[config.mk]
export PLATFORM = sky130hd
export DESIGN_NAME = rbsi_div
export DESIGN_NICKNAME = d
export VERILOG_FILES = /design/src/rtl/rbsi_pkg.sv /design/src/rtl/rbsi_div.sv
export SDC_FILE = /design/constraint.sdc
export NUM_CORES = 2
export LEC_CHECK = 0
export BUFFER_PORTS_ARGS = -buffer_cell sky130_fd_sc_hd__buf_2
export CAP_MARGIN = 20
export CORE_AREA = 2 2 437 439
export CTS_BUF_LIST = sky130_fd_sc_hd__clkbuf_16
export DETAILED_ROUTE_END_ITERATION = 10
export DIE_AREA = 0 0 439 441
export MAX_ROUTING_LAYER = met4
export SLEW_MARGIN = 20
export SYNTH_ARGS = -nofsm -noshare
export SYNTH_HDL_FRONTEND = slang
export SYNTH_SLANG_ARGS = --single-unit
[constraint.sdc]
create_clock -name clock -period 8.5 [get_ports clock]
set_clock_uncertainty 0.05 [all_clocks]
set_input_delay 1.7 -clock clock [delete_from_list [all_inputs] [get_ports clock]]
set_output_delay 1.7 -clock clock [all_outputs]
set_load 0.05 [all_outputs]
[src/rtl/rbsi_pkg.sv]
// Shared types and constants for the ray against box slab intersection block.
// Used by every module of the block; depends on nothing.

package rbsi_pkg;

   localparam int FracBits       = 16;
   localparam int DivSteps       = 16;
   localparam int DivBitsPerStep = 2;
   localparam int LaneLatency    = DivSteps + 2;
   localparam int Latency        = LaneLatency + 5;

   localparam logic [1:0] AxisX    = 2'd0;
   localparam logic [1:0] AxisY    = 2'd1;
   localparam logic [1:0] AxisZ    = 2'd2;
   localparam logic [1:0] AxisNone = 2'd3;

   localparam logic [2:0] CsrCenterX = 3'd0;
   localparam logic [2:0] CsrCenterY = 3'd1;
   localparam logic [2:0] CsrCenterZ = 3'd2;
   localparam logic [2:0] CsrHalfX   = 3'd3;
   localparam logic [2:0] CsrHalfY   = 3'd4;
   localparam logic [2:0] CsrHalfZ   = 3'd5;

   localparam logic [30:0] HalfReset = 31'd65536;

   localparam logic signed [31:0] SatMax = 32'sh7fff_ffff;
   localparam logic signed [31:0] SatMin = 32'sh8000_0000;

   typedef logic [2:0][31:0] vec3_type;
   typedef logic [2:0][30:0] half3_type;
   typedef logic [2:0][33:0] diff3_type;

   typedef struct packed {
      logic signed [31:0] origin_x;
      logic signed [31:0] origin_y;
      logic signed [31:0] origin_z;
      logic signed [31:0] dir_x;
      logic signed [31:0] dir_y;
      logic signed [31:0] dir_z;
      logic [30:0]        max_distance;
   } req_type;

   typedef struct packed {
      logic               hit_found;
      logic [30:0]        distance;
      logic signed [31:0] point_x;
      logic signed [31:0] point_y;
      logic signed [31:0] point_z;
      logic [1:0]         normal_axis;
      logic               normal_negative;
   } rsp_type;

   typedef struct packed {
      vec3_type    org;
      vec3_type    dir;
      logic [30:0] max_distance;
      logic [2:0]  dir_zero;
      logic [2:0]  out_slab;
   } side_type;

   typedef struct packed {
      logic        hit;
      logic [30:0] tmin;
      logic [1:0]  axis;
      logic        neg;
      vec3_type    org;
      vec3_type    dir;
   } hit_type;

endpackage

[src/rtl/rbsi_div.sv]
// Pipelined signed divider lane: (numer * 2^16) / denom, truncated toward zero
// and saturated to 32 bits, two quotient bits per stage. Depends on rbsi_pkg.

module rbsi_div (
   input  logic               clock,
   input  logic               reset,
   input  logic               in_valid,
   input  logic signed [33:0] numer,
   input  logic signed [31:0] denom,
   output logic               out_valid_ff,
   output logic signed [31:0] quot_ff
);

   typedef struct packed {
      logic [31:0] rem;
      logic [31:0] low;
      logic [31:0] quo;
      logic [31:0] dabs;
      logic        neg;
      logic        ovf;
   } step_type;

   function automatic step_type div_step(input step_type s);
      step_type    r;
      logic [32:0] trial;
      r = s;
      for (int j = 0; j < rbsi_pkg::DivBitsPerStep; j++) begin
         trial = {r.rem, r.low[31]};
         r.low = {r.low[30:0], 1'b0};
         if (trial >= {1'b0, r.dabs}) begin
            trial = trial - {1'b0, r.dabs};
            r.quo = {r.quo[30:0], 1'b1};
         end else begin
            r.quo = {r.quo[30:0], 1'b0};
         end
         r.rem = trial[31:0];
      end
      return r;
   endfunction

   step_type           stage_in;
   step_type           stage_ff [rbsi_pkg::DivSteps + 1];
   logic               valid_ff [rbsi_pkg::DivSteps + 1];
   logic [33:0]        nabs_w;
   logic [48:0]        num_w;
   logic signed [31:0] quot_in;
   step_type           last_w;

   always_comb begin
      nabs_w         = numer[33] ? (34'd0 - numer) : numer;
      num_w          = {nabs_w[32:0], 16'd0};
      stage_in.rem   = {15'd0, num_w[48:32]};
      stage_in.low   = num_w[31:0];
      stage_in.quo   = 32'd0;
      stage_in.dabs  = denom[31] ? (32'd0 - denom) : denom;
      stage_in.neg   = numer[33] ^ denom[31];
      stage_in.ovf   = stage_in.rem >= stage_in.dabs;
   end

   always_comb begin
      last_w = stage_ff[rbsi_pkg::DivSteps];
      if (!last_w.neg) begin
         quot_in = (last_w.ovf || last_w.quo[31]) ? rbsi_pkg::SatMax : last_w.quo;
      end else begin
         quot_in = (last_w.ovf || last_w.quo > 32'h8000_0000) ? rbsi_pkg::SatMin
                                                             : 32'd0 - last_w.quo;
      end
   end

   always_ff @(posedge clock) begin
      if (reset) begin
         for (int k = 0; k <= rbsi_pkg::DivSteps; k++) begin
            valid_ff[k] <= 1'b0;
         end
         out_valid_ff <= 1'b0;
      end else begin
         valid_ff[0] <= in_valid;
         for (int k = 1; k <= rbsi_pkg::DivSteps; k++) begin
            valid_ff[k] <= valid_ff[k-1];
         end
         out_valid_ff <= valid_ff[rbsi_pkg::DivSteps];
      end
   end

   always_ff @(posedge clock) begin
      stage_ff[0] <= stage_in;
      for (int k = 1; k <= rbsi_pkg::DivSteps; k++) begin
         stage_ff[k] <= div_step(stage_ff[k-1]);
      end
      quot_ff <= quot_in;
   end

endmodule

=== After elaboration in Yosys (flattened, before gate mapping) ===
Memory sizes are Yosys's and may differ from the RTL's. A register that Yosys moved wholly into a read port is not among the register bits.
Cells that the tools add are included.

* Memories kept: 2
* Flip-flop bits (word level): 32
* Memory bits (writable): 2193
* Input bits: 69
* Word-level logic and storage cells: 181
* Output and inout port bits: 33

* Order comparisons: 34
* Multiplexer cells: 89
* Reduce and logical (&&, ||, !) cells: 2
* Bitwise gates (word level): 18
* Add/subtract/negate cells: 35

{| class="wikitable"
|+ Memory list
! name !! depth !! bits a word !! rd ports !! clocked after memory_dff !! wr ports !! line !! source
|-
| stage_ff || 17 || 128 || 17 || 0 || 17 || rbsi_div.sv:42 || <nowiki>step_type stage_ff [rbsi_pkg::DivSteps + 1];</nowiki>
|-
| valid_ff || 17 || 1 || 17 || 1 || 17 || rbsi_div.sv:43 || <nowiki>logic valid_ff [rbsi_pkg::DivSteps + 1];</nowiki>
|}

{| class="wikitable"
|+ Operators with widths
! operator !! count
|-
| 32-bit 2-to-1 mux || 36
|-
| 33-bit by 32-bit >= comparator with 1-bit output || 32
|-
| 32-bit subtractor || 32
|-
| 1-bit by 32-bit subtractor with 32-bit output (first input constant) || 2
|-
| 1-bit 2-to-1 mux || 52
|-
| 33-bit 2-to-1 mux || 1
|-
| 1-bit by 33-bit subtractor with 33-bit output (first input constant) || 1
|-
| 17-bit by 32-bit >= comparator with 1-bit output || 1
|-
| 32-bit greater-than comparator (second input constant) || 1
|-
| 1-bit OR || 17
|-
| 1-bit logical OR || 2
|-
| 1-bit XOR || 1
|}

=== Logic depth before layout (Yosys ltp) ===
An unclocked memory read counts as a cell.

* Depth after elaboration: 5
* Gate-level depth with buffers: 28
* Mapped depth without buffers: 26

=== Worst setup path after synthesis ===
No wires, ideal clock.

* Path kind: register to register
* From: memory stage_ff[0][1027] (netlist bit)
* To: memory stage_ff[0][1273] (netlist bit)
* Path buffers: 4
* Stages on the path, launching flop included: 28
* Setup time: 0.121 ns
* Slack: 1.771 ns
* Data required time: 8.329 ns
* Clock period less this slack: 6.729 ns
* Arrival: 6.559 ns
* Path through: dfxtp_1 > inv_1 > ha_1 > nor2b_1 > o31a_1 > o21ai_0 > o31ai_1 > a311oi_1 > o21a_1 > o211ai_1 > a41o_1 > clkbuf_1 > clkbuf_1 > buf_1 > a21oi_1 > ha_1 > and3_1 > a221oi_1 > nor2_1 > o21ai_0 > o311ai_1 > a211o_1 > a221o_1 > a21o_1 > a21o_1 > a2111oi_4 > buf_2 > mux2_2

{| class="wikitable"
|+ RTL lines
! item !! line
|-
| start: declaration || rbsi_div.sv:42
|}

==> impl_summary.md <==
CTS
The clock net in this run drives a total of 1437 sinks. The H-tree was split into 4 levels. The clock reaches the later pin of the worst-skew pair after 0.85 ns. After clock tree synthesis, the repair step resized 0 gates. The number of buffers added to fix hold violations after cts is 0. The clock-pin transition on the worst setup and hold timing paths is 0.06 ns.

In this run the post-CTS setup repair buffer count came out at 0. The library cell used as clock root buffer is clkbuf_16. TritonCTS built the clock tree. The clock passes through at most 3 buffers. TritonCTS created 158 clock buffers.

Floorplanning
The die area is 194000 sq um. The overall die height is 441 microns. The area inside the core boundary is 189000 sq um. The initial cell density of the core is 48.6%. The number of placement rows is 160. Measured along the x axis, the die boundary spans 439 microns. For this design the top-level I/O count stands at 102.

GRT
The via count of the first global-routing pass is 74400. The largest net degree at the start of global routing is 55. The total routing usage reported by global routing is 28.3%. The initial antenna violation count is 11. The first global-routing pass estimated 419000 microns of wire. The total global routing overflow is 0.

Routing
The detailed-route DRC error count is 0. The violation count after the first detailed-routing iteration is 5134. After detailed routing, the average wire length per cell comes to 20.6 microns.

For this block, the routed nets add up to 275000 microns of wire. The pre-antenna-repair detailed-routing pass consisted of 9 iterations. For this block, the via count after detailed routing is 77400. The average via count per standard cell is 5.80.

Once detail routing completed, the nets flagged for antenna violations numbered 0.

Worst setup path
The nature of the critical path endpoint is a flop. The reg-to-reg endpoint is stage_ff[0][894]. On the worst path, the slowest cell contributes a delay of 0.73 ns.

The cell family contributing the most delay on the critical path is compound AO/OA/AOI/OAI gates. The buffering stage count on the worst path with inverters included is 2. Walking the worst path, the cells encountered are inv_1, ha_1, nor2b_1, o21a_1, o21ai_0, a211oi_1, a2111oi_0, nor2_1, a211o_1, a21oi_2, inv_1, mux2_2, ha_1, a21o_1, nor3_1, o21ai_0, a41oi_1, o21ai_0, a211o_1, a221oi_1, a21oi_1, or3_1, mux2_2. The startpoint of the lowest-slack register-to-register path is stage_ff[0][643].

STA classifies the critical path startpoint as a flop. The largest individual stage delay along the critical path comes from the cell a2111oi_0. The critical path is of the flop to flop type. In this run the worst setup path begins at stage_ff[0][643].

The depth of the most critical reg-to-reg path is 23. In this run the register-to-register setup slack is 0.64 ns. STA puts the critical path data required time at 9.16 ns.

In this run the worst path has a maximum fanout of 13. In this design, the critical path's most frequently occurring cell is o21ai_0. The data arrival time at the worst-slack endpoint is 8.52 ns.

Layout
The number of non-filler instances in the completed layout is 13300. In the layout the commonest cells are dfxtp_1, ha_1, a21oi_1, inv_1, nand2_1. The most frequent standard cell in the layout excluding fill and tap cells is dfxtp_1. In the final layout, the share of cells above drive strength 1 is 9.33%. The number of nets in the final layout is 11800. The area overhead of the layout relative to synthesis is 9.63%.

Outcome
The run finished with clean final reports.

Timing
Setup repair after global routing left no endpoint under its margin. The final-layout worst hold slack is 0.261 ns. The number of hold-slack violations in the final timing report came to 0. The post-route clock period utilization is 92.5%.

For the pin with the worst max-slew slack, the measured transition is 1.06 ns. The maximum operating frequency is 0.127 GHz. The count of endpoints failing setup in the final report is 0. For the finished layout, the period the worst path requires is 7.86 ns. In this run the tightest slew margin relative to its limit is 29.0%.

After routing, the total negative slack on setup checks comes to 0 ns. The number of max-slew violations in the final report is 0.

Min path
The type of the most critical hold path is flop to flop. The startpoint of the tightest hold check path is stage_ff[0][1323]. The worst hold path cell count is 0. The worst hold path terminates at stage_ff[0][1453].

Logic synthesis
Sequential cells were found to cover 31.3% of the synthesized design area. The number of different library cells in the post-synthesis netlist is 91. The post-synthesis cell count is 10600.

The biggest area contributor in the post-synthesis netlist is dfxtp_1. The number of synthesized flops with an enable pin is 0. In the synthesized netlist the dominant register cell turns out to be dfxtp_1. The top cell type by area accounts for 31.3% of the synthesized area. By area the synthesized netlist is led by dfxtp_1, ha_1, xnor2_1. The average cell area after synthesis is 8.66 sq um. In this run, synthesis produced a sequential element count of 1437.

Of all flip-flops after synthesis, the portion carrying an async set or reset was 0%. The number of nets produced by synthesis is 11700. Yosys printed 0 warnings. The area of the mapped netlist is 91900 sq um.

Place
Routability-driven placement finished with a final weighted congestion of 0.977. The sum of net half-perimeters after detailed placement is 226000 microns. The number of port buffers is 101. The number of placed cells counting well taps is 13000.

Flow run
The tool flagged a number of max-cap violations equal to 0.
-- cells in the mapped netlist (136+ instances only) --
| cell type | n |
|---|---|
| inv_1 | 826 |
| clkbuf_1 | 209 |
| nor2b_1 | 136 |
| nand3_1 | 192 |
| nor2_1 | 624 |
| nand2_1 | 705 |
| dfxtp_1 | 1437 |
| a21o_1 | 448 |
| a21oi_1 | 960 |
| mux2_2 | 474 |
| xor2_1 | 255 |
| ha_1 | 1022 |
| o21a_1 | 141 |
| xnor2_1 | 612 |
| o21ai_0 | 701 |
| nor3_1 | 154 |
| o21bai_1 | 140 |
-- area by class of cell --
class	instances	area, sq um
Clock inverter	135	1580
Multi-Input combinational cell	8102	59200
Antenna cell	9	22.5
Tap cell	2511	3140
Timing Repair Buffer	159	966
Fill cell	17700	88400
Clock buffer	159	3980
Sequential cell	1437	28800
Inverter	830	3120
-- routing by layer --
layer,wire [microns],vias to the layer above,GRT usage (%)
met4,13300,0,12.7
met2,134000,2034,48.2
met5,0,-,-
li1,-,38400,-
met3,12200,605,3.19
met1,116000,36300,33.5
-- how the worst max path moves through the flow --
stage / end / depth (start not counted)
final: stage_ff[0][894] / 23
after global placement: stage_ff[0][894] / 23
after CTS: stage_ff[0][894] / 23
after global routing: stage_ff[0][894] / 23
after floorplan: stage_ff[0][1273] / 27
after detailed placement: stage_ff[0][894] / 23
-- metrics by stage --
stage	util, %	worst slack (ns)	instance area [sq um]
2_1_floorplan	-	1.77	91900
3_3_place_gp	50.3	0.907	95200
3_5_place_dp	50.3	0.710	95200
4_1_cts	53.2	0.676	101000
5_1_grt	53.3	0.182	101000
6_report	53.3	0.640	101000
-- cells by family (layout without fill, tap and decap cells) --
| logic type | after synthesis | after routing | synth area share [%] |
|---|---|---|---|
| muxes | 534 | 534 | 6.51 |
| buffers and inverters | 1076 | 1283 | 4.44 |
| xor gates and xnor gates | 867 | 867 | 8.26 |
| adders and majority gates | 1046 | 1046 | 14.4 |
| other | 0 | 9 | 0 |
| DFF | 1437 | 1437 | 31.3 |
| AOI/OAI and AO/OA | 3187 | 3187 | 22.1 |
| and+or+nand+nor | 2468 | 2468 | 13.0 |
-- sequential cells by signal, indices dropped and copies added, names as in the netlist --
register      count
out_valid_ff      1
quot_ff          32
stage_ff       1387
valid_ff         17
Power is not shown: default switching activity piles up to over one toggle a cycle in this logic, so the estimate is an artifact.
