`src/rtl/rbsi_pkg.sv`:
```
// Shared types and constants for the ray against box slab intersection block.
// Used by every module of the block; depends on nothing.

package rbsi_pkg;

   localparam int FracBits       = 16;
   localparam int DivSteps       = 16;
   localparam int DivBitsPerStep = 2;
   localparam int LaneLatency    = DivSteps + 2;
   localparam int Latency        = LaneLatency + 5;

   localparam logic [1:0] AxisX    = 2'd0;
   localparam logic [1:0] AxisY    = 2'd1;
   localparam logic [1:0] AxisZ    = 2'd2;
   localparam logic [1:0] AxisNone = 2'd3;

   localparam logic [2:0] CsrCenterX = 3'd0;
   localparam logic [2:0] CsrCenterY = 3'd1;
   localparam logic [2:0] CsrCenterZ = 3'd2;
   localparam logic [2:0] CsrHalfX   = 3'd3;
   localparam logic [2:0] CsrHalfY   = 3'd4;
   localparam logic [2:0] CsrHalfZ   = 3'd5;

   localparam logic [30:0] HalfReset = 31'd65536;

   localparam logic signed [31:0] SatMax = 32'sh7fff_ffff;
   localparam logic signed [31:0] SatMin = 32'sh8000_0000;

   typedef logic [2:0][31:0] vec3_type;
   typedef logic [2:0][30:0] half3_type;
   typedef logic [2:0][33:0] diff3_type;

   typedef struct packed {
      logic signed [31:0] origin_x;
      logic signed [31:0] origin_y;
      logic signed [31:0] origin_z;
      logic signed [31:0] dir_x;
      logic signed [31:0] dir_y;
      logic signed [31:0] dir_z;
      logic [30:0]        max_distance;
   } req_type;

   typedef struct packed {
      logic               hit_found;
      logic [30:0]        distance;
      logic signed [31:0] point_x;
      logic signed [31:0] point_y;
      logic signed [31:0] point_z;
      logic [1:0]         normal_axis;
      logic               normal_negative;
   } rsp_type;

   typedef struct packed {
      vec3_type    org;
      vec3_type    dir;
      logic [30:0] max_distance;
      logic [2:0]  dir_zero;
      logic [2:0]  out_slab;
   } side_type;

   typedef struct packed {
      logic        hit;
      logic [30:0] tmin;
      logic [1:0]  axis;
      logic        neg;
      vec3_type    org;
      vec3_type    dir;
   } hit_type;

endpackage

```
`src/rtl/rbsi_setup.sv`:
```
// Plane setup stage: box planes, plane minus origin per axis, and slab flags.
// Depends on rbsi_pkg.

module rbsi_setup (
   input  logic                  clock,
   input  logic                  reset,
   input  logic                  in_valid,
   input  rbsi_pkg::req_type     req,
   input  rbsi_pkg::vec3_type    center,
   input  rbsi_pkg::half3_type   half,
   output logic                  out_valid_ff,
   output rbsi_pkg::side_type    side_ff,
   output rbsi_pkg::diff3_type   lo_diff_ff,
   output rbsi_pkg::diff3_type   hi_diff_ff
);

   rbsi_pkg::side_type  side_in;
   rbsi_pkg::diff3_type lo_diff_in;
   rbsi_pkg::diff3_type hi_diff_in;
   logic signed [33:0]  org_w [3];
   logic signed [33:0]  lo_w [3];
   logic signed [33:0]  hi_w [3];

   always_comb begin
      side_in.org[0]       = req.origin_x;
      side_in.org[1]       = req.origin_y;
      side_in.org[2]       = req.origin_z;
      side_in.dir[0]       = req.dir_x;
      side_in.dir[1]       = req.dir_y;
      side_in.dir[2]       = req.dir_z;
      side_in.max_distance = req.max_distance;
      for (int i = 0; i < 3; i++) begin
         org_w[i] = {{2{side_in.org[i][31]}}, side_in.org[i]};
         lo_w[i]  = $signed({{2{center[i][31]}}, center[i]}) - $signed({3'b000, half[i]});
         hi_w[i]  = $signed({{2{center[i][31]}}, center[i]}) + $signed({3'b000, half[i]});
         lo_diff_in[i]       = lo_w[i] - org_w[i];
         hi_diff_in[i]       = hi_w[i] - org_w[i];
         side_in.out_slab[i] = (org_w[i] < lo_w[i]) || (org_w[i] > hi_w[i]);
         side_in.dir_zero[i] = (side_in.dir[i] == 32'd0);
      end
   end

   always_ff @(posedge clock) begin
      if (reset) begin
         out_valid_ff <= 1'b0;
      end else begin
         out_valid_ff <= in_valid;
      end
   end

   always_ff @(posedge clock) begin
      side_ff    <= side_in;
      lo_diff_ff <= lo_diff_in;
      hi_diff_ff <= hi_diff_in;
   end

endmodule

```
`config.mk`:
```
export PLATFORM = sky130hd
export DESIGN_NAME = rbsi_setup
export DESIGN_NICKNAME = d
export VERILOG_FILES = /design/src/rtl/rbsi_pkg.sv /design/src/rtl/rbsi_setup.sv
export SDC_FILE = /design/constraint.sdc
export NUM_CORES = 1
export LEC_CHECK = 0
export BUFFER_PORTS_ARGS = -buffer_cell sky130_fd_sc_hd__buf_2
export CORE_AREA = 2 2 332 334
export CTS_CLUSTER_DIAMETER = 40
export DETAILED_ROUTE_END_ITERATION = 10
export DIE_AREA = 0 0 334 336
export HOLD_SLACK_MARGIN = 0.03
export PLACE_DENSITY_LB_ADDON = 0.25
export SLEW_MARGIN = 20
export SYNTH_ARGS = -nofsm -noshare
export SYNTH_HDL_FRONTEND = slang
export SYNTH_SLANG_ARGS = --single-unit
```
`constraint.sdc`:
```
create_clock -name clock -period 6.2 [get_ports clock]
set_input_delay 0.31 -clock clock [delete_from_list [all_inputs] [get_ports clock]]
set_output_delay 0.31 -clock clock [all_outputs]
set_load 0.05 [all_outputs]
```
* Word-level counts from Yosys, hierarchy flattened
Index checks and enable logic that the tools add are counted.
** Cells by class
- $add $sub $neg :: 12
- Magnitude comparators :: 6
- Reduce and logical (&&, ||, !) cells :: 6
** Operators by type and width (count)
- $sub A33 B32 Y34 :: 6
- $add A32 B32 Y33 :: 3
- $gt A32 B33 Y1 :: 3
- $lt A32 B33 Y1 :: 3
- $sub A32 B32 Y33 :: 3
- $logic_not A32 Y1 :: 3
- $logic_or A1 B1 Y1 :: 3
** Storage, ports and cells
- Register bits after elaboration :: 434
- Input bits :: 415
- Output and inout bits :: 434
- Word-level logic and storage cells :: 40

* Logic depth before layout (Yosys ltp)
Gate-level depths: netlist of run 1.
- Depth in word-level cells :: 3
- Gate-level depth with buffers :: 24
- Gate-level depth less buffers :: 24

* Worst setup path before layout of run 1
OpenSTA, ideal clock, no wires.
- Path kind :: input port to flip-flop
- Start point :: input port half[64] in the netlist's numbering
- End point :: register side_ff[2] in the netlist's numbering
- Arrival time :: 4.667 ns
- Required time :: 6.078 ns
- Setup slack :: 1.411 ns
- Stages on the path :: 20
- Path buffers :: 2
- Cells stage by stage :: inv_1 -> ha_1 -> clkbuf_1 -> o21a_1 -> o31a_1 -> o31a_1 -> o31a_1 -> or3b_1 -> a211oi_1 -> xnor2_1 -> ha_1 -> clkbuf_1 -> a21o_1 -> a21oi_1 -> or4b_2 -> a311oi_1 -> nor2_1 -> a21oi_1 -> o211ai_1 -> a221o_1
** RTL lines
- start, declared :: line rbsi_setup.sv:10 : input rbsi_pkg::half3_type half,
- end signal, assigned :: line rbsi_setup.sv:52 : side_ff <= side_in;
- end, declared :: line rbsi_setup.sv:12 : output rbsi_pkg::side_type side_ff,

==> results of run 1 <==
-- power breakdown --
part	internal, mW	switching (mW)	total [mW]	leakage, nW
sequential	3.55	0.279	3.83	3.66
combinational	2.36	5.67	8.03	14.3
clock	3.09	1.81	4.91	1.48
total	9.00	7.77	16.8	19.4
-- sequential cells by signal, summed over array words and instances, names as in the netlist --
| name | cells |
|---|---|
| lo_diff_ff | 102 |
| side_ff | 229 |
| out_valid_ff | 1 |
| hi_diff_ff | 102 |
-- per-layer routing --
metal | GRT usage | up-vias | share of wire
met5 | 0 | - | 0.0011
met4 | 0.0919 | 20 | 0.045
met3 | 0.0498 | 232 | 0.069
met2 | 0.342 | 1007 | 0.47
met1 | 0.239 | 13100 | 0.42
li1 | - | 13900 | -
-- placed cells by master, fill, tap and decap left out, types with 16 or more instances in the layout --
| cell | count |
|---|---|
| nor3_1 | 43 |
| a31oi_1 | 22 |
| dfxtp_1 | 434 |
| a21o_1 | 164 |
| nand3_1 | 50 |
| xor2_1 | 92 |
| buf_2 | 848 |
| clkbuf_16 | 85 |
| nand2b_1 | 40 |
| dlygate4sd3_1 | 226 |
| nand4_1 | 36 |
| nand2_1 | 130 |
| o21bai_1 | 64 |
| nor4_1 | 42 |
| a21oi_1 | 337 |
| or3_1 | 16 |
| a211oi_1 | 38 |
| o21ai_0 | 157 |
| nor2_1 | 244 |
| nor2b_1 | 52 |
| and3_1 | 27 |
| ha_1 | 384 |
| xnor2_1 | 250 |
| inv_1 | 343 |
| o31ai_1 | 24 |
| o21a_1 | 39 |
-- worst max-delay path by stage --
stage / cells past startpoint / start / slack, ns / endpoint
after floorplan: 20 / half[64] / 1.41 / side_ff[2]$_DFF_P_
after global placement: 25 / center[0] / 0.44 / hi_diff_ff[31]$_DFF_P_
after detailed placement: 25 / center[0] / 0.37 / hi_diff_ff[33]$_DFF_P_
after CTS: 19 / half[31] / 0.92 / side_ff[1]$_DFF_P_
after global routing: 23 / half[31] / 0.46 / hi_diff_ff[64]$_DFF_P_
final: 23 / half[31] / 0.87 / hi_diff_ff[64]$_DFF_P_
-- area by class of cell --
type,instances,share of cell area
tap,1414,0.0446
sequential,434,0.219
multi-input combinational,2474,0.458
inverter,345,0.0327
timing repair buffer,1087,0.167
antenna,7,0.000442
clock buffer,98,0.0564
clock inverter,60,0.0218
-- synthesized netlist by cell type, types with 39 or more instances --
| cell | count | area share |
|---|---|---|
| ha_1 | 384 | 0.17 |
| nor3_1 | 43 | 0.0075 |
| a21o_1 | 164 | 0.043 |
| nand2b_1 | 40 | 0.0088 |
| nor2_1 | 244 | 0.032 |
| clkbuf_1 | 86 | 0.011 |
| nand3_1 | 50 | 0.0088 |
| a21oi_1 | 337 | 0.059 |
| inv_1 | 343 | 0.045 |
| o21bai_1 | 64 | 0.017 |
| nor2b_1 | 52 | 0.011 |
| xnor2_1 | 250 | 0.077 |
| xor2_1 | 92 | 0.028 |
| o21a_1 | 39 | 0.010 |
| dfxtp_1 | 434 | 0.30 |
| nor4_1 | 42 | 0.0092 |
| nand2_1 | 130 | 0.017 |
| o21ai_0 | 157 | 0.028 |
-- per-stage QoR --
stage / hold slack [ns] / instances
3_3_place_gp: 0.412 / 5528
3_5_place_dp: 0.414 / 5528
5_1_grt: 0.107 / 5917
6_report: 0.117 / 5919
4_1_cts: 0.0628 / 5912
2_1_floorplan: 0.338 / 3349
-- cell families (layout without fill, tap and decap cells) --
logic type / count (synthesis) / count (layout) / synth area share
AO/OA/AOI/OAI: 1000 / 1000 / 0.227
AND/OR/NAND/NOR: 732 / 732 / 0.126
buffers and inverters: 441 / 1590 / 0.0589
flip-flops: 434 / 434 / 0.305
adder cells (fa/ha/maj): 396 / 396 / 0.177
XOR/XNOR: 342 / 342 / 0.105
multiplexers: 4 / 4 / 0.00140
other: 0 / 7 / 0
-- critical path, delay by kind of cell --
kind                     cells  cell delay, ns
adder cells (fa/ha/maj)      2            0.49
AND/OR/NAND/NOR              5            0.82
XOR/XNOR                     2            0.32
buffers and inverters        3            0.81
AO/OA/AOI/OAI               11            3.16
-- repair_timing --
| action | CTS | global route |
|---|---|---|
| hold buffers | 226 | 0 |
| endpoints found under the setup margin | 0 | 0 |
| endpoints found under the hold margin | 231 | 0 |
==> run_results.csv, run 1 <==
group,metric,value,unit
yosys,synthesis.area,28500,µm²
yosys,async_reset_ff_frac,0,
setup_path,crit_path_cell_trace,"dlygate4sd3_1, buf_2, ha_1, a21oi_1, o311ai_0, o21ai_0, nor2_1, nor2_1, o21ai_0, a21o_1, a21oi_1, xnor2_1, ha_1, and3_1, nand3_1, o31ai_1, a221oi_1, buf_4, o31a_1, o21ai_0, a31oi_1, nor3_1, xor2_1",
detailed_routing,via_per_inst,4.78,
power,ir_drop,0.263,mV
sta,period_share,0.860,
floorplanning,start_util,0.263,
setup_path,critPathArrivalTime,5.91,ns
sta,fin_crit,5.33,ns
worst_hold_path,holdCritPathClass,"in -> reg",
sta,drv_slew,0,
power,power.leakage,19.4,nW
setup_path,required,6.78,ns
cells_and_area,multi_input_area,18200,µm²
global_routing,grt_start_max_net_pins,16,
yosys,synth_flop_cell,"dfxtp_1",
sta,timing.final.ws_setup,0.871,ns
setup_path,worstSetupPathType,"in -> reg",
global_routing,grt_pass1_vias,28400,
worst_hold_path,holdPathStages,4,
sta,fmax,188,MHz
power,fin_total_pwr,16.8,mW
setup_path,slowest_stage,"dlygate4sd3_1",
detailed_routing,drtIter0Drc,1549,
yosys,yosys_warnings,0,
floorplanning,ios,849,
cells_and_area,drive_gt1_frac,0.233,
power,powerDensity,423,nW/µm²
yosys,synth_edf_count,0,
placement,place_hpwl,98900,µm
sta,hold_viol,0,
sta,setup_tns,0,ns
yosys,synth_cells,3349,
run_status,status,"completed",
setup_path,startpoint_type,"primary input",
cells_and_area,finalInstanceArea,39600,µm²
placement,globalplace.congestion,0.924,
clock_network,cts_tree,"built",
floorplanning,die_h,336,µm
cells_and_area,regArea,8690,µm²
detailed_routing,drt-total-wl,119000,µm
placement,place_area,34300,µm²
yosys,synth_nets,4160,
detailed_routing,post_drt_wl_per_cell,20.0,µm
setup_path,crit_path_end_kind,"flop",
clock_network,path_clk_slew,0.05,ns
sta,worstMarginPinSlew,0.967,ns
detailed_routing,final_antenna_net_count,0,
sta,setup_viol,0,
global_routing,antenna_found_initial,23,
setup_path,cpPeakStageDelay,0.52,ns
setup_path,cp_common_cell,"o21ai_0",
floorplanning,core_area,108000,µm²
cells_and_area,nNetsFinal,5238,
detailed_routing,drt-pass1-iter-count,5,
yosys,ys_ff_latch,434,
floorplanning,fp.dieW,334,µm
cells_and_area,area_growth_syn_to_layout,38.9,%
clock_network,clk_path_buf_depth,3,
placement,portBuffers,848,
clock_network,cts_setup_buffers,0,
worst_hold_path,min_from,"half[0]",
yosys,ys_types,76,
sta,rsz0062_at_grt,"false",
sta,max_slew_margin,0.348,
clock_network,ctsResizeCount,0,
detailed_routing,route.detailed.drc,0,
global_routing,grt_first_pass_wirelength,172000,µm
yosys,ys_seq_area_frac,0.305,
setup_path,cp_max_fo,4,
run,drv_cap,0,
clock_network,cts_sinks,434,
yosys,syn_avg_cell_area,8.52,µm²
clock_network,cts_buffers,85,
global_routing,grt_overflow,0,
cells_and_area,finish.utilization,0.366,
floorplanning,die_area,112000,µm²
global_routing,grt_usage,0.201,
placement,pre_cts_ws,0.369,ns
clock_network,htree_levels,3,
floorplanning,rows,121,
worst_hold_path,hold_end,"hi_diff_ff[0]$_DFF_P_",
clock_network,cts-root-buf,"clkbuf_16",
detailed_routing,via_count,28300,
cells_and_area,final.fill_count,11200,
(Power assumes the default switching activity.)
==> run 2: changes to the inputs <==
- MAX_ROUTING_LAYER: not set -> met4
==> run 2 against run 1 <==
Critical path type unchanged. Routed wire length rose by 0.88%. Via count grew 0.27%. Flip-flop and latch count is the same. Critical endpoint unchanged. Maximum frequency is 5.2% higher.
==> run_results.csv, run 2 (same netlist as run 1, synthesis figures left out) <==
group,metric,value,unit
sta,max_slew_margin,0.347,
sta,rsz0062_at_grt,"false",
global_routing,grt_usage,0.209,
placement,globalplace.congestion,0.935,
sta,setup_tns,0,ns
setup_path,cpPeakStageDelay,0.50,ns
placement,portBuffers,848,
cells_and_area,largest_register_ffs,229,
global_routing,antenna_found_initial,21,
sta,period_share,0.817,
clock_network,path_clk_slew,0.05,ns
setup_path,critPathArrivalTime,5.65,ns
setup_path,startpoint_type,"primary input",
global_routing,grt_start_max_net_pins,15,
setup_path,required,6.78,ns
global_routing,grt_first_pass_wirelength,173000,µm
setup_path,crit_start,"half[32]",
floorplanning,fp.dieW,334,µm
clock_network,cts_buffers,91,
placement,pre_cts_ws,0.538,ns
setup_path,cp_common_cell,"o21ai_0",
detailed_routing,drtIter0Drc,1523,
floorplanning,rows,121,
worst_hold_path,min_from,"half[31]",
run_status,status,"completed",
placement,place_area,34300,µm²
clock_network,cts_setup_buffers,0,
detailed_routing,drt-total-wl,120000,µm
floorplanning,ios,849,
power,power.leakage,19.5,nW
run,drv_cap,0,
cells_and_area,final_cell_mix,"buf_2, dfxtp_1, ha_1",
setup_path,cp.buffers_inverters,4,
global_routing,grt_overflow,0,
floorplanning,die_h,336,µm
detailed_routing,route.detailed.drc,0,
clock_network,cts_tree,"built",
sta,worstMarginPinSlew,0.969,ns
global_routing,grt_pass1_vias,28100,
cells_and_area,final.fill_count,11200,
sta,hold_viol,0,
setup_path,worstSetupPathType,"in -> reg",
detailed_routing,via_count,28400,
clock_network,ctsResizeCount,0,
detailed_routing,final_antenna_net_count,0,
worst_hold_path,holdCritPathClass,"in -> reg",
detailed_routing,drt-pass1-iter-count,5,
cells_and_area,finalInstanceArea,39700,µm²
sta,timing.final.ws_setup,1.13,ns
cells_and_area,nNetsFinal,5246,
setup_path,crit_path_cell_trace,"buf_2, inv_1, ha_1, inv_1, a21oi_1, o311ai_0, o21ai_0, nor2_1, nor2_1, o21ai_0, a21o_1, a21oi_1, xnor2_1, ha_1, and3_1, nand3_1, o31ai_1, a221oi_1, buf_4, o31a_1, o21ai_0, a31oi_1, nor3_1, xor2_1",
cells_and_area,area_growth_syn_to_layout,39.2,%
clock_network,htree_levels,3,
sta,fmax,197,MHz
floorplanning,die_area,112000,µm²
clock_network,postCtsHoldBufs,225,
placement,place_hpwl,100000,µm
sta,setup_viol,0,
sta,drv_slew,0,
clock_network,clk_path_buf_depth,3,
detailed_routing,via_per_inst,4.78,
cells_and_area,largest-register,"side_ff",
setup_path,cp_top_family,"compound AO/OA/AOI/OAI gates",
floorplanning,core_area,108000,µm²
detailed_routing,post_drt_wl_per_cell,20.2,µm
setup_path,slowest_stage,"o31ai_1",
clock_network,cts-root-buf,"clkbuf_16",
clock_network,cts_sinks,434,
cells_and_area,layout_commonest_cell,"buf_2",
cells_and_area,drive_gt1_frac,0.235,
floorplanning,start_util,0.263,
power,ir_drop,0.298,mV
cells_and_area,top_regs,"side_ff x229, hi_diff_ff x102, lo_diff_ff x102",
power,powerDensity,426,nW/µm²
setup_path,crit_path_end_kind,"flop",
sta,fin_crit,5.07,ns
setup_path,cp_max_fo,4,
[run 2: changes by cell type in the layout (fill, tap and decap cells not counted), sizes merged, moves of 3 or more]
cell    change
inv        +14
diode       +8
buf         +3
bufinv      -3
clkbuf      +3
clkinv      -3
[run 2: stage by stage]
step,power (mW),util,hold slack [ns],cells
CTS,17.1,0.366,0.0327,5923
global route,17.7,0.366,0.0947,5935
finish,16.9,0.366,0.0918,5938
detailed placement,11.8,0.316,0.414,5531
floorplan,9.51,-,0.338,3349
global placement,11.9,0.316,0.412,5531
[run 2: worst paths after layout]
check,end,cells after the start
setup / recovery,hi_diff_ff[64]$_DFF_P_,24
hold / removal,hi_diff_ff[34]$_DFF_P_,4
[run 2: power by group]
part / internal (mW) / switching, mW
combinational: 2.37 / 5.70
clock: 3.12 / 1.89
sequential: 3.55 / 0.292
total: 9.04 / 7.88
[run 2: area by class of cell]
| class | instances | area, µm² | share of cell area |
|---|---|---|---|
| clock buffers | 101 | 2350 | 0.0593 |
| diodes | 15 | 37.5 | 0.000945 |
| flip-flops and latches | 434 | 8690 | 0.219 |
| clock inverters | 66 | 786 | 0.0198 |
| repair buffers | 1089 | 6620 | 0.167 |
| multi-input cells | 2474 | 18200 | 0.457 |
| well taps | 1414 | 1770 | 0.0446 |
| inverters | 345 | 1290 | 0.0326 |
[run 2: per-layer routing]
layer,wire [µm],share of wire,vias to the layer above,track usage
li1,-,-,14000,-
met1,51100,0.43,13300,0.248
met2,56700,0.47,946,0.348
met3,7390,0.062,186,0.0396
met4,4490,0.037,0,0.0841
met5,0,0,-,-
