`src/rtl/rbsi_pkg.sv`:
```
// Shared types and constants for the ray against box slab intersection block.
// Used by every module of the block; depends on nothing.

package rbsi_pkg;

   localparam int FracBits       = 16;
   localparam int DivSteps       = 16;
   localparam int DivBitsPerStep = 2;
   localparam int LaneLatency    = DivSteps + 2;
   localparam int Latency        = LaneLatency + 5;

   localparam logic [1:0] AxisX    = 2'd0;
   localparam logic [1:0] AxisY    = 2'd1;
   localparam logic [1:0] AxisZ    = 2'd2;
   localparam logic [1:0] AxisNone = 2'd3;

   localparam logic [2:0] CsrCenterX = 3'd0;
   localparam logic [2:0] CsrCenterY = 3'd1;
   localparam logic [2:0] CsrCenterZ = 3'd2;
   localparam logic [2:0] CsrHalfX   = 3'd3;
   localparam logic [2:0] CsrHalfY   = 3'd4;
   localparam logic [2:0] CsrHalfZ   = 3'd5;

   localparam logic [30:0] HalfReset = 31'd65536;

   localparam logic signed [31:0] SatMax = 32'sh7fff_ffff;
   localparam logic signed [31:0] SatMin = 32'sh8000_0000;

   typedef logic [2:0][31:0] vec3_type;
   typedef logic [2:0][30:0] half3_type;
   typedef logic [2:0][33:0] diff3_type;

   typedef struct packed {
      logic signed [31:0] origin_x;
      logic signed [31:0] origin_y;
      logic signed [31:0] origin_z;
      logic signed [31:0] dir_x;
      logic signed [31:0] dir_y;
      logic signed [31:0] dir_z;
      logic [30:0]        max_distance;
   } req_type;

   typedef struct packed {
      logic               hit_found;
      logic [30:0]        distance;
      logic signed [31:0] point_x;
      logic signed [31:0] point_y;
      logic signed [31:0] point_z;
      logic [1:0]         normal_axis;
      logic               normal_negative;
   } rsp_type;

   typedef struct packed {
      vec3_type    org;
      vec3_type    dir;
      logic [30:0] max_distance;
      logic [2:0]  dir_zero;
      logic [2:0]  out_slab;
   } side_type;

   typedef struct packed {
      logic        hit;
      logic [30:0] tmin;
      logic [1:0]  axis;
      logic        neg;
      vec3_type    org;
      vec3_type    dir;
   } hit_type;

endpackage

```
`src/rtl/rbsi_select.sv`:
```
// Slab combine stage: orders entry and exit per axis and folds the three axes
// into the entry distance, exit distance, entered face and hit flag. Depends on rbsi_pkg.

module rbsi_select (
   input  logic               clock,
   input  logic               reset,
   input  logic               in_valid,
   input  rbsi_pkg::side_type side,
   input  rbsi_pkg::vec3_type t_lo,
   input  rbsi_pkg::vec3_type t_hi,
   output logic               out_valid_ff,
   output rbsi_pkg::hit_type  hit_ff
);

   rbsi_pkg::hit_type  hit_in;
   logic signed [31:0] tmin;
   logic signed [31:0] tmax;
   logic signed [31:0] t_enter;
   logic signed [31:0] t_exit;
   logic [1:0]         axis;
   logic               neg;
   logic               miss;

   always_comb begin
      tmin    = 32'sd0;
      tmax    = $signed({1'b0, side.max_distance});
      t_enter = 32'sd0;
      t_exit  = 32'sd0;
      axis    = rbsi_pkg::AxisNone;
      neg     = 1'b0;
      miss    = 1'b0;
      for (int i = 0; i < 3; i++) begin
         t_enter = side.dir[i][31] ? t_hi[i] : t_lo[i];
         t_exit  = side.dir[i][31] ? t_lo[i] : t_hi[i];
         if (side.dir_zero[i]) begin
            miss = miss | side.out_slab[i];
         end else begin
            if (t_enter > tmin) begin
               tmin = t_enter;
               axis = 2'(i);
               neg  = !side.dir[i][31];
            end
            if (t_exit < tmax) begin
               tmax = t_exit;
            end
         end
      end
      hit_in.hit  = !miss && !(tmax < tmin);
      hit_in.tmin = tmin[30:0];
      hit_in.axis = axis;
      hit_in.neg  = neg;
      hit_in.org  = side.org;
      hit_in.dir  = side.dir;
   end

   always_ff @(posedge clock) begin
      if (reset) begin
         out_valid_ff <= 1'b0;
      end else begin
         out_valid_ff <= in_valid;
      end
   end

   always_ff @(posedge clock) begin
      hit_ff <= hit_in;
   end

endmodule

```
`config.mk`:
```
export PLATFORM = sky130hd
export DESIGN_NAME = rbsi_select
export DESIGN_NICKNAME = d
export VERILOG_FILES = /design/src/rtl/rbsi_pkg.sv /design/src/rtl/rbsi_select.sv
export SDC_FILE = /design/constraint.sdc
export NUM_CORES = 1
export LEC_CHECK = 0
export BUFFER_PORTS_ARGS = -buffer_cell sky130_fd_sc_hd__buf_2
export CORE_AREA = 2 2 251 253
export DETAILED_ROUTE_END_ITERATION = 8
export DIE_AREA = 0 0 253 255
export GPL_ROUTABILITY_DRIVEN = 1
export PLACE_DENSITY = 0.5
export SYNTH_ARGS = -nofsm -noshare
export SYNTH_HDL_FRONTEND = slang
export SYNTH_SLANG_ARGS = --single-unit
```
`constraint.sdc`:
```
create_clock -name clock -period 21 [get_ports clock]
set_input_delay 1.05 -clock clock [delete_from_list [all_inputs] [get_ports clock]]
set_output_delay 1.05 -clock clock [all_outputs]
set_load 0.005 [all_outputs]
```
Yosys cells after proc, flatten, opt, wreduce, memory -nomap -nowiden
Cells that the tools add are included.
{"block": "classes", "order_cmp": 7, "n_mux": 33, "bitwise_logic": 2, "reduce_logical": 6}
{"cell": "$mux W32", "n": 18}
{"cell": "$lt A32 B32 Y1", "n": 4}
{"cell": "$gt A32 B32 Y1", "n": 2}
{"cell": "$gt A32 B1 Y1 const B", "n": 1}
{"cell": "$mux W2", "n": 6}
{"cell": "$mux W1", "n": 9}
{"cell": "$logic_not A1 Y1", "n": 5}
{"cell": "$or A1 B1 Y1", "n": 2}
{"cell": "$logic_and A1 B1 Y1", "n": 1}
{"block": "word_totals", "regBits": 228, "input_bits": 424, "out_inout_bits": 228, "elab_cells": 59}

Longest topological paths before layout
Gate-level depths: netlist (run 1).
{"block": "depth", "ltp_word": 13, "mapped_depth": 48, "depth_no_buf": 43}

Worst setup path before layout (run 1)
No wires, ideal clock.
{"block": "synth_path", "kind": "input to register", "from": "input port side[68] (netlist name)", "to": "register hit_ff[226] (netlist name)", "setup_ns": 0.123, "arrival_ns": 10.981, "required_ns": 20.877, "path_slack_ns": 9.896, "stages": 48, "n_path_buf": 5, "cell_sequence": "clkbuf_1 > clkbuf_1 > mux2_2 > ha_1 > a21o_1 > a21o_1 > a21o_1 > a21o_1 > a21o_1 > a21o_1 > a21oi_1 > o21ai_0 > a21oi_1 > o21ai_0 > ha_1 > nor2_1 > clkbuf_1 > mux2i_1 > [... 12 more ...] > a21o_1 > a2111o_1 > a21oi_1 > o21bai_1 > a21o_1 > buf_6 > mux2_4 > ha_1 > a21o_1 > a21o_1 > a21oi_1 > o21ai_0 > a21o_1 > a21oi_1 > or4b_2 > a21oi_1 > a31oi_1 > mux2i_1"}
{"element": "start, declared", "line": "rbsi_select.sv:8", "rtl": "input rbsi_pkg::side_type side,"}
{"element": "end signal, assigned", "line": "rbsi_select.sv:65", "rtl": "hit_ff <= hit_in;"}
{"element": "end, declared", "line": "rbsi_select.sv:12", "rtl": "output rbsi_pkg::hit_type hit_ff"}

==> metrics.cfg, run 1 <==
[status]
run_status = completed

[sta]
maxSlewViolCount = 0
finalSetupViolCount = 0
fmax_ghz = 0.0822
finalCritPeriodShare_pct = 57.9
tightest_slew_ns = 0.982
slew_headroom_pct = 34.5
finalHoldViolCount = 0
period_needed_ns = 12.16
grt_setup_unrepaired = no
fin_setup_tns_ns = 0

[drt]
viasPerCell = 4.64
vias = 13300
drc = 0
post_drt_wl_per_cell_um = 22.4
ant_nets = 0
first_iter_violations = 749
wirelength_um = 64600
firstDrtPassIters = 5

[synth]
yosysSeqAreaShare_pct = 32.7
ys_types = 55
syn_avg_cell_area_um2 = 9.82
synth_edf_count = 0
yosys.area.top_type_share_pct = 32.7
synth_warnings = 0
async_flop_share_pct = 0
netlist_area_mm2 = 0.0140
synth_nets = 2035
ys_seq_elements = 228
synth_area_leaders = dfxtp_1 33%, ha_1 17%, mux2_2 13%
ys.flop_type = dfxtp_1
synthesis.instances = 1423
yosysTopAreaCell = dfxtp_1

[global_route]
antenna_found_initial = 22
grt_max_degree = 94
grt-ovfl-total = 0
grt_pass1_wl_um = 88500
grt.total_usage_pct = 18.9
grt_pass1_vias = 13300

[worst_setup_path]
worst_ep_arrival_time_ns = 12.63
cp_max_fo = 70
crit_path_start_kind = input pin
crit_required_ns = 21.46
cp_slowest_stage_delay_ns = 0.88
critical_path.most_common_cell = a21oi_1
cp_slowest_cell = mux2_2
path_class = input pin to flop
crit_family = compound AO/OA/AOI/OAI gates
worstSetupEndpointType = flop
path_buf_inv = 4

[floorplan]
fp.coreArea_mm2 = 0.0622
die_x_um = 253
die_y_um = 255
die-area_mm2 = 0.0645
ioPinCount = 652
start_util_pct = 22.5
rows = 92

[clock_tree]
cts_max_level = 1
post_cts_buffers = 0
clkTransAtPathRegs_ns = 0.06
cts_tree = built
postCtsHoldBufs = 0
cts_buffers = 27
clockRootBuffer = clkbuf_16
ctsLongestPathBuffers = 3
cts_sinks = 228
post_cts_resized = 0

[layout]
fillCellCount = 6553
area_delta_synth_final_pct = 35.9
drive_gt1_share_pct = 43.6
finalNonFillerCells = 2879
finalNetCount = 2668

[power]
p_leak_nw = 9.66
peakVddDrop_mv = 0.0544
pwr_density_cell_mw_per_mm2 = 78.7
fin_total_pwr_w = 0.00149

[hold_path]
holdPathEnd = hit_ff[32]
worstHoldPathType = input pin to flop
hp-start = side[69]
whs_path_depth = 1

[place]
hpwl_um = 56200
port_buffers = 651
placed_cells = 2826
gp_congestion = 0.906

[job]
max_cap_viol_count = 0

[cell families (layout without fill, tap and decap cells)]
kind of cell	Yosys count	after routing	share of synthesized area, %
buf+inv	189	842	5.26
fa+ha+maj	188	188	16.8
simple gates	231	231	7.91
other cells	1	5	0.0268
flops	228	228	32.7
compound gates	297	297	14.1
mux	289	289	23.2
[registers in the layout, indices dropped and copies added, names as in the netlist]
signal and cells:
out_valid_ff 1, hit_ff 227
[layout by cell type, fill, tap and decap left out, drive strengths merged, types with 3 or more instances in the layout]
cell        n
a2111oi     5
a211oi      9
a21boi      3
a21o       58
a21oi      79
a31oi       7
buf       661
clkbuf     38
clkinvlp    3
dfxtp     228
diode       4
ha        188
inv       137
mux2      193
mux2i      96
nand2      63
nand2b      8
nand3      14
nand4      33
nor2       66
nor2b       9
nor3       14
nor4       15
o2111ai     5
o211ai      7
o21a        7
o21ai      65
o221ai      3
o31a       31
[per-stage QoR]
step	setup WS (ns)	area (um2)	util [%]	hold WS [ns]
CTS	8.97	19000	30.5	0.517
floorplan	9.90	14000	-	1.08
finish	8.84	19000	30.6	0.566
detailed placement	8.43	18100	29.1	1.15
global route	7.94	19000	30.6	0.526
global placement	8.55	18100	29.1	1.15
[report_power, final]
group	leakage, nW	total (W)	switching, W	internal [W]
Sequential	1.92	0.000481	0.0000138	0.000467
Combinational	7.31	0.000542	0.000294	0.000248
Clock	0.428	0.000471	0.000201	0.000270
Total	9.66	0.00149	0.000508	0.000986
[worst max path at each step]
stage	from	endpoint	slack (ns)	depth (start not counted)
6_report	side[68]	hit_ff[226]	8.84	46
5_1_grt	side[68]	hit_ff[226]	7.94	43
4_1_cts	side[68]	hit_ff[226]	8.97	43
3_5_place_dp	side[68]	hit_ff[226]	8.43	46
3_3_place_gp	side[68]	hit_ff[226]	8.55	46
2_1_floorplan	side[68]	hit_ff[226]	9.90	48
[layout make-up]
cell class	count	area (um2)	area share, %
Antenna cell	4	10.0	0.0527
Clock buffer	38	767	4.04
Clock inverter	11	120	0.632
Inverter	132	495	2.61
Multi-Input combinational cell	1006	8700	45.8
Sequential cell	228	4560	24.0
Tap cell	799	1000	5.26
Timing Repair Buffer	661	3340	17.6
[synth_stat cells, drive strengths merged (8+ instances only)]
master and instances:
a211oi 9, a21o 58, a21oi 79, buf 16, clkbuf 41, dfxtp 228, ha 188, inv 132
mux2 193, mux2i 96, nand2 63, nand2b 8, nand3 14, nand4 33, nor2 66, nor2b 9
nor3 14, nor4 15, o21ai 65, o31a 31
[per-layer routing]
metal,part of all wire [%],GRT usage [%],vias to the layer above
li1,-,-,6445
met1,36,19.9,6334
met2,55,37.5,464
met3,5.6,3.00,100
met4,3.0,6.95,2
met5,0.020,0,-
Note: power is estimated with default switching activity, not from simulation.
==> run 2, diff against run 1 <==
- CORE_AREA: 2 2 251 253 -> 2 2 254 256
- DIE_AREA: 0 0 253 255 -> 0 0 256 258
- PLACE_DENSITY: 0.5 -> 0.49
- clock period: 21 -> 12.5 ns (I/O delays scaled with it)
==> run 2 against run 1 <==
Global-route usage decreased by 0.24 points. Sequential power increased by 68%. Cell area increased by 0.64%. Clock power increased by 60%. Flip-flop and latch count unchanged. Power increased by 66%. Critical path type unchanged.
==> metrics.cfg, run 2 (synthesis results as in run 1) <==
[status]
run_status = completed

[worst_setup_path]
worstSetupEndpointType = flop
crit_path_start_kind = input pin
cp_max_fo = 51
cp_slowest_stage_delay_ns = 0.82
path_class = input pin to flop
crit_required_ns = 12.95
cp_slowest_cell = a2111oi_4
critical_path.most_common_cell = a21o_1
worst_ep_arrival_time_ns = 11.72

[floorplan]
rows = 93
start_util_pct = 22.0
ioPinCount = 652
die_x_um = 256
die_y_um = 258
die-area_mm2 = 0.0660
fp.coreArea_mm2 = 0.0636

[global_route]
antenna_found_initial = 30
grt_pass1_wl_um = 90900
grt.total_usage_pct = 18.7
grt_max_degree = 52
grt_pass1_vias = 13600
grt-ovfl-total = 0

[drt]
vias = 13300
viasPerCell = 4.51
first_iter_violations = 739
drc = 0
wirelength_um = 64400
firstDrtPassIters = 5
post_drt_wl_per_cell_um = 21.9
ant_nets = 0

[layout]
finalNetCount = 2674
largest_reg_flops = 227
layout_commonest_cell = buf_2
design_area_mm2 = 0.0191
final_cell_mix = 650 x buf_2, 228 x dfxtp_1, 188 x ha_1, 162 x mux2_2, 132 x inv_1
area_delta_synth_final_pct = 36.8
reg.largest.list = hit_ff (227), out_valid_ff (1)
drive_gt1_share_pct = 43.8
top_register = hit_ff

[clock_tree]
cts_buffers = 27
postCtsHoldBufs = 0
post_cts_buffers = 0
cts_max_level = 1
post_cts_resized = 0
ctsLongestPathBuffers = 3
cts_sinks = 228
clockRootBuffer = clkbuf_16
clkTransAtPathRegs_ns = 0.06
cts_tree = built

[sta]
maxSlewViolCount = 0
slew_headroom_pct = 32.2
finalCritPeriodShare_pct = 90.2
fin_setup_tns_ns = 0
grt_setup_unrepaired = no
period_needed_ns = 11.28
tightest_slew_ns = 1.02
finalSetupViolCount = 0
finalHoldViolCount = 0
fmax_ghz = 0.0887
setup_slack_ns = 1.22

[place]
gp_congestion = 0.998
dp_slack_ns = 0.812
port_buffers = 651
dpl_cell_area_mm2 = 0.0182
hpwl_um = 57100

[power]
pwr_density_cell_mw_per_mm2 = 130
p_sw_w = 0.000846
peakVddDrop_mv = 0.0928
seqPwrFrac_pct = 32.5
swShare_pct = 34.2
fin_total_pwr_w = 0.00248
power_frac_comb_pct = 37.0
p_leak_nw = 9.70
internal_power_w = 0.00163
clockPowerShare_pct = 30.5

[job]
max_cap_viol_count = 0

[hold_path]
whs_path_depth = 1
worstHoldPathType = input pin to flop

==> run 2: cell count changes in the layout (fill, tap and decap cells not counted), sizes merged <==
cell / previous run / this run
inv: 137 / 138
clkinvlp: 3 / 1
bufinv: 1 / 0
clkinv: 2 / 7
clkbuf: 38 / 35
buf: 661 / 667
==> run 2: area by class of cell <==
cell class,count,area (um2)
multi-input cells,1006,8700
clock buffers,35,736
fillers,6819,44500
diodes,4,10.0
clock inverters,14,120
well taps,855,1070
inverters,132,495
flip-flops and latches,228,4560
repair buffers,667,3420
==> run 2: metrics by stage <==
stage                     hold slack, ns  util [%]  instances
final                              0.148      30.0       2941
after global routing               0.104      30.0       2941
after CTS                          0.102      30.0       2937
after detailed placement           0.729      28.7       2888
after global placement             0.728      28.7       2888
after floorplan                    0.653         -       1423
==> run 2: final timing paths <==
check                  from          end  slack [ns]
setup / recovery   side[68]  hit_ff[226]        1.22
hold / removal    side[110]   hit_ff[73]        0.15
==> run 2: critical path: cells and delay by family <==
family	cells	cell delay, ns
AO/OA/AOI/OAI	25	5.10
multiplexers	4	1.24
adder cells (fa/ha/maj)	5	1.53
buffers and inverters	5	1.64
AND/OR/NAND/NOR	5	1.53
==> run 2: power groups by stage <==
stage	clock, W	combinational (W)	sequential [W]
6_report	0.000755	0.000916	0.000806
5_1_grt	0.000815	0.00102	0.000811
4_1_cts	0.000787	0.000923	0.000808
3_5_place_dp	0	0.000917	0.000823
3_3_place_gp	0	0.000910	0.000823
2_1_floorplan	0	0.000559	0.000824
==> run 2: per-layer routing <==
metal	share of wire (%)	routed length (um)	track usage (%)	vias to the layer above
met5	0.016	10	0	-
met3	5.5	3550	2.91	124
li1	-	-	-	6447
met1	37	23700	19.9	6180
met4	3.9	2490	6.63	2
met2	54	34700	36.8	504
==> run 3, diff against run 2 <==
- CORE_AREA: 2 2 254 256 -> 2 2 252 254
- CTS_BUF_LIST: unset -> sky130_fd_sc_hd__clkbuf_8
- DIE_AREA: 0 0 256 258 -> 0 0 254 256
==> run 3 against run 2 <==
Die area down 1.6%. Power down 0.90%. Non-clock buffer count up 3. First-iteration DRC count up 6.0%. Fmax up 0.32%. Sequential share of layout area down 0.067 points. Setup slack better by 0.036 ns. Critical path depth up 3. Utilization up 0.69 points. Combinational power about the same. Largest power group unchanged. Highest routed layer unchanged.
==> metrics.cfg, run 3 (synthesis results as in run 1) <==
[status]
run_status = completed

[worst_setup_path]
path_class = input pin to flop
startpoint = side[68]
cp_max_fo = 51
endpoint = hit_ff[226]
cp_slowest_stage_delay_ns = 0.61
critical_path.most_common_cell = a21o_1
cp_slowest_cell = or4b_2
cp_num_cells = 47
crit_family = compound AO/OA/AOI/OAI gates
worst_ep_arrival_time_ns = 11.71
crit_required_ns = 12.97
path_buf_inv = 5
worstSetupEndpointType = flop
crit_path_start_kind = input pin

[clock_tree]
post_cts_buffers = 0
post_cts_resized = 0
clockRootBuffer = clkbuf_8
cts_max_level = 2
cts_tree = built
clkTransAtPathRegs_ns = 0.06
ctsLongestPathBuffers = 3
cts_sinks = 228
postCtsHoldBufs = 0
cts_buffers = 42

[place]
placed_cells = 2882
gp_congestion = 0.876
port_buffers = 651
dp_slack_ns = 0.757
hpwl_um = 55000

[sta]
finalCritPeriodShare_pct = 89.9
fin_setup_tns_ns = 0
finalHoldViolCount = 0
maxSlewViolCount = 0
setup_slack_ns = 1.26
whs_ns = 0.141
tightest_slew_ns = 0.990
period_needed_ns = 11.24
grt_setup_unrepaired = no
finalSetupViolCount = 0
slew_headroom_pct = 32.6
fmax_ghz = 0.0890

[layout]
fillCellCount = 6603
top_register = hit_ff
final_cell_mix = 650 x buf_2, 228 x dfxtp_1, 188 x ha_1, 162 x mux2_2, 144 x inv_1
area_delta_synth_final_pct = 37.1
drive_gt1_share_pct = 44.2
reg.largest.list = hit_ff (227), out_valid_ff (1)
layout_commonest_cell = buf_2
finalNonFillerCells = 2965
largest_reg_flops = 227
utilization_pct = 30.7
finalNetCount = 2692

[floorplan]
fp.coreArea_mm2 = 0.0624
start_util_pct = 22.4
ioPinCount = 652
die_x_um = 254
die_y_um = 256
die-area_mm2 = 0.0650
rows = 92

[global_route]
grt_pass1_wl_um = 88300
grt-ovfl-total = 0
grt_max_degree = 52
antenna_found_initial = 17
grt_pass1_vias = 13500
grt.total_usage_pct = 18.5

[drt]
drc = 0
post_drt_wl_per_cell_um = 21.1
viasPerCell = 4.47
firstDrtPassIters = 5
vias = 13300
ant_nets = 0
wirelength_um = 62500
first_iter_violations = 783

[power]
pwr_density_cell_mw_per_mm2 = 128
peakVddDrop_mv = 0.0767
p_leak_nw = 9.78

[hold_path]
worstHoldPathType = input pin to flop
hp-start = side[218]

[job]
max_cap_viol_count = 0

==> run 3: cell count changes in the layout (fill, tap and decap cells not counted), moves of 3 or more <==
cell,previous run,this run
clkbuf_8,3,50
clkbuf_16,27,0
inv_1,132,144
clkbuf_1,5,0
diode_2,4,8
inv_6,4,1
==> run 3: layout make-up <==
| type | count | area [um2] | area share (%) |
|---|---|---|---|
| inverter | 132 | 495 | 2.59 |
| tap | 846 | 1060 | 5.52 |
| multi-input combinational | 1006 | 8700 | 45.4 |
| timing repair buffer | 670 | 3450 | 18.0 |
| antenna | 8 | 20.0 | 0.104 |
| clock buffer | 50 | 688 | 3.59 |
| sequential | 228 | 4560 | 23.8 |
| clock inverter | 25 | 188 | 0.979 |
==> run 3: per-layer routing <==
metal  up-vias  routed length, um  track usage, %
li1       6505                  -               -
met1      6244              23700            20.0
met2       434              34200            35.9
met3        76               3350            2.97
met4         2               1310            5.78
met5         -                 13               0
==> run 3: worst min path at each step <==
stage,end,depth (start not counted)
floorplan,hit_ff[0],0
global placement,hit_ff[67],1
detailed placement,hit_ff[73],1
CTS,hit_ff[5],1
global route,hit_ff[151],1
finish,hit_ff[181],1
==> run 3: through the flow <==
| step | instance area, um2 | power (W) |
|---|---|---|
| 2_1_floorplan | 14000 | 0.00138 |
| 3_3_place_gp | 18300 | 0.00173 |
| 3_5_place_dp | 18300 | 0.00174 |
| 4_1_cts | 19100 | 0.00250 |
| 5_1_grt | 19200 | 0.00263 |
| 6_report | 19200 | 0.00245 |
==> run 3: where the power goes <==
part           leakage (nW)  internal, W  switching, W
Clock                 0.492     0.000410      0.000321
Sequential             1.92     0.000786     0.0000214
Combinational          7.37     0.000425      0.000492
Total                  9.78      0.00162      0.000835
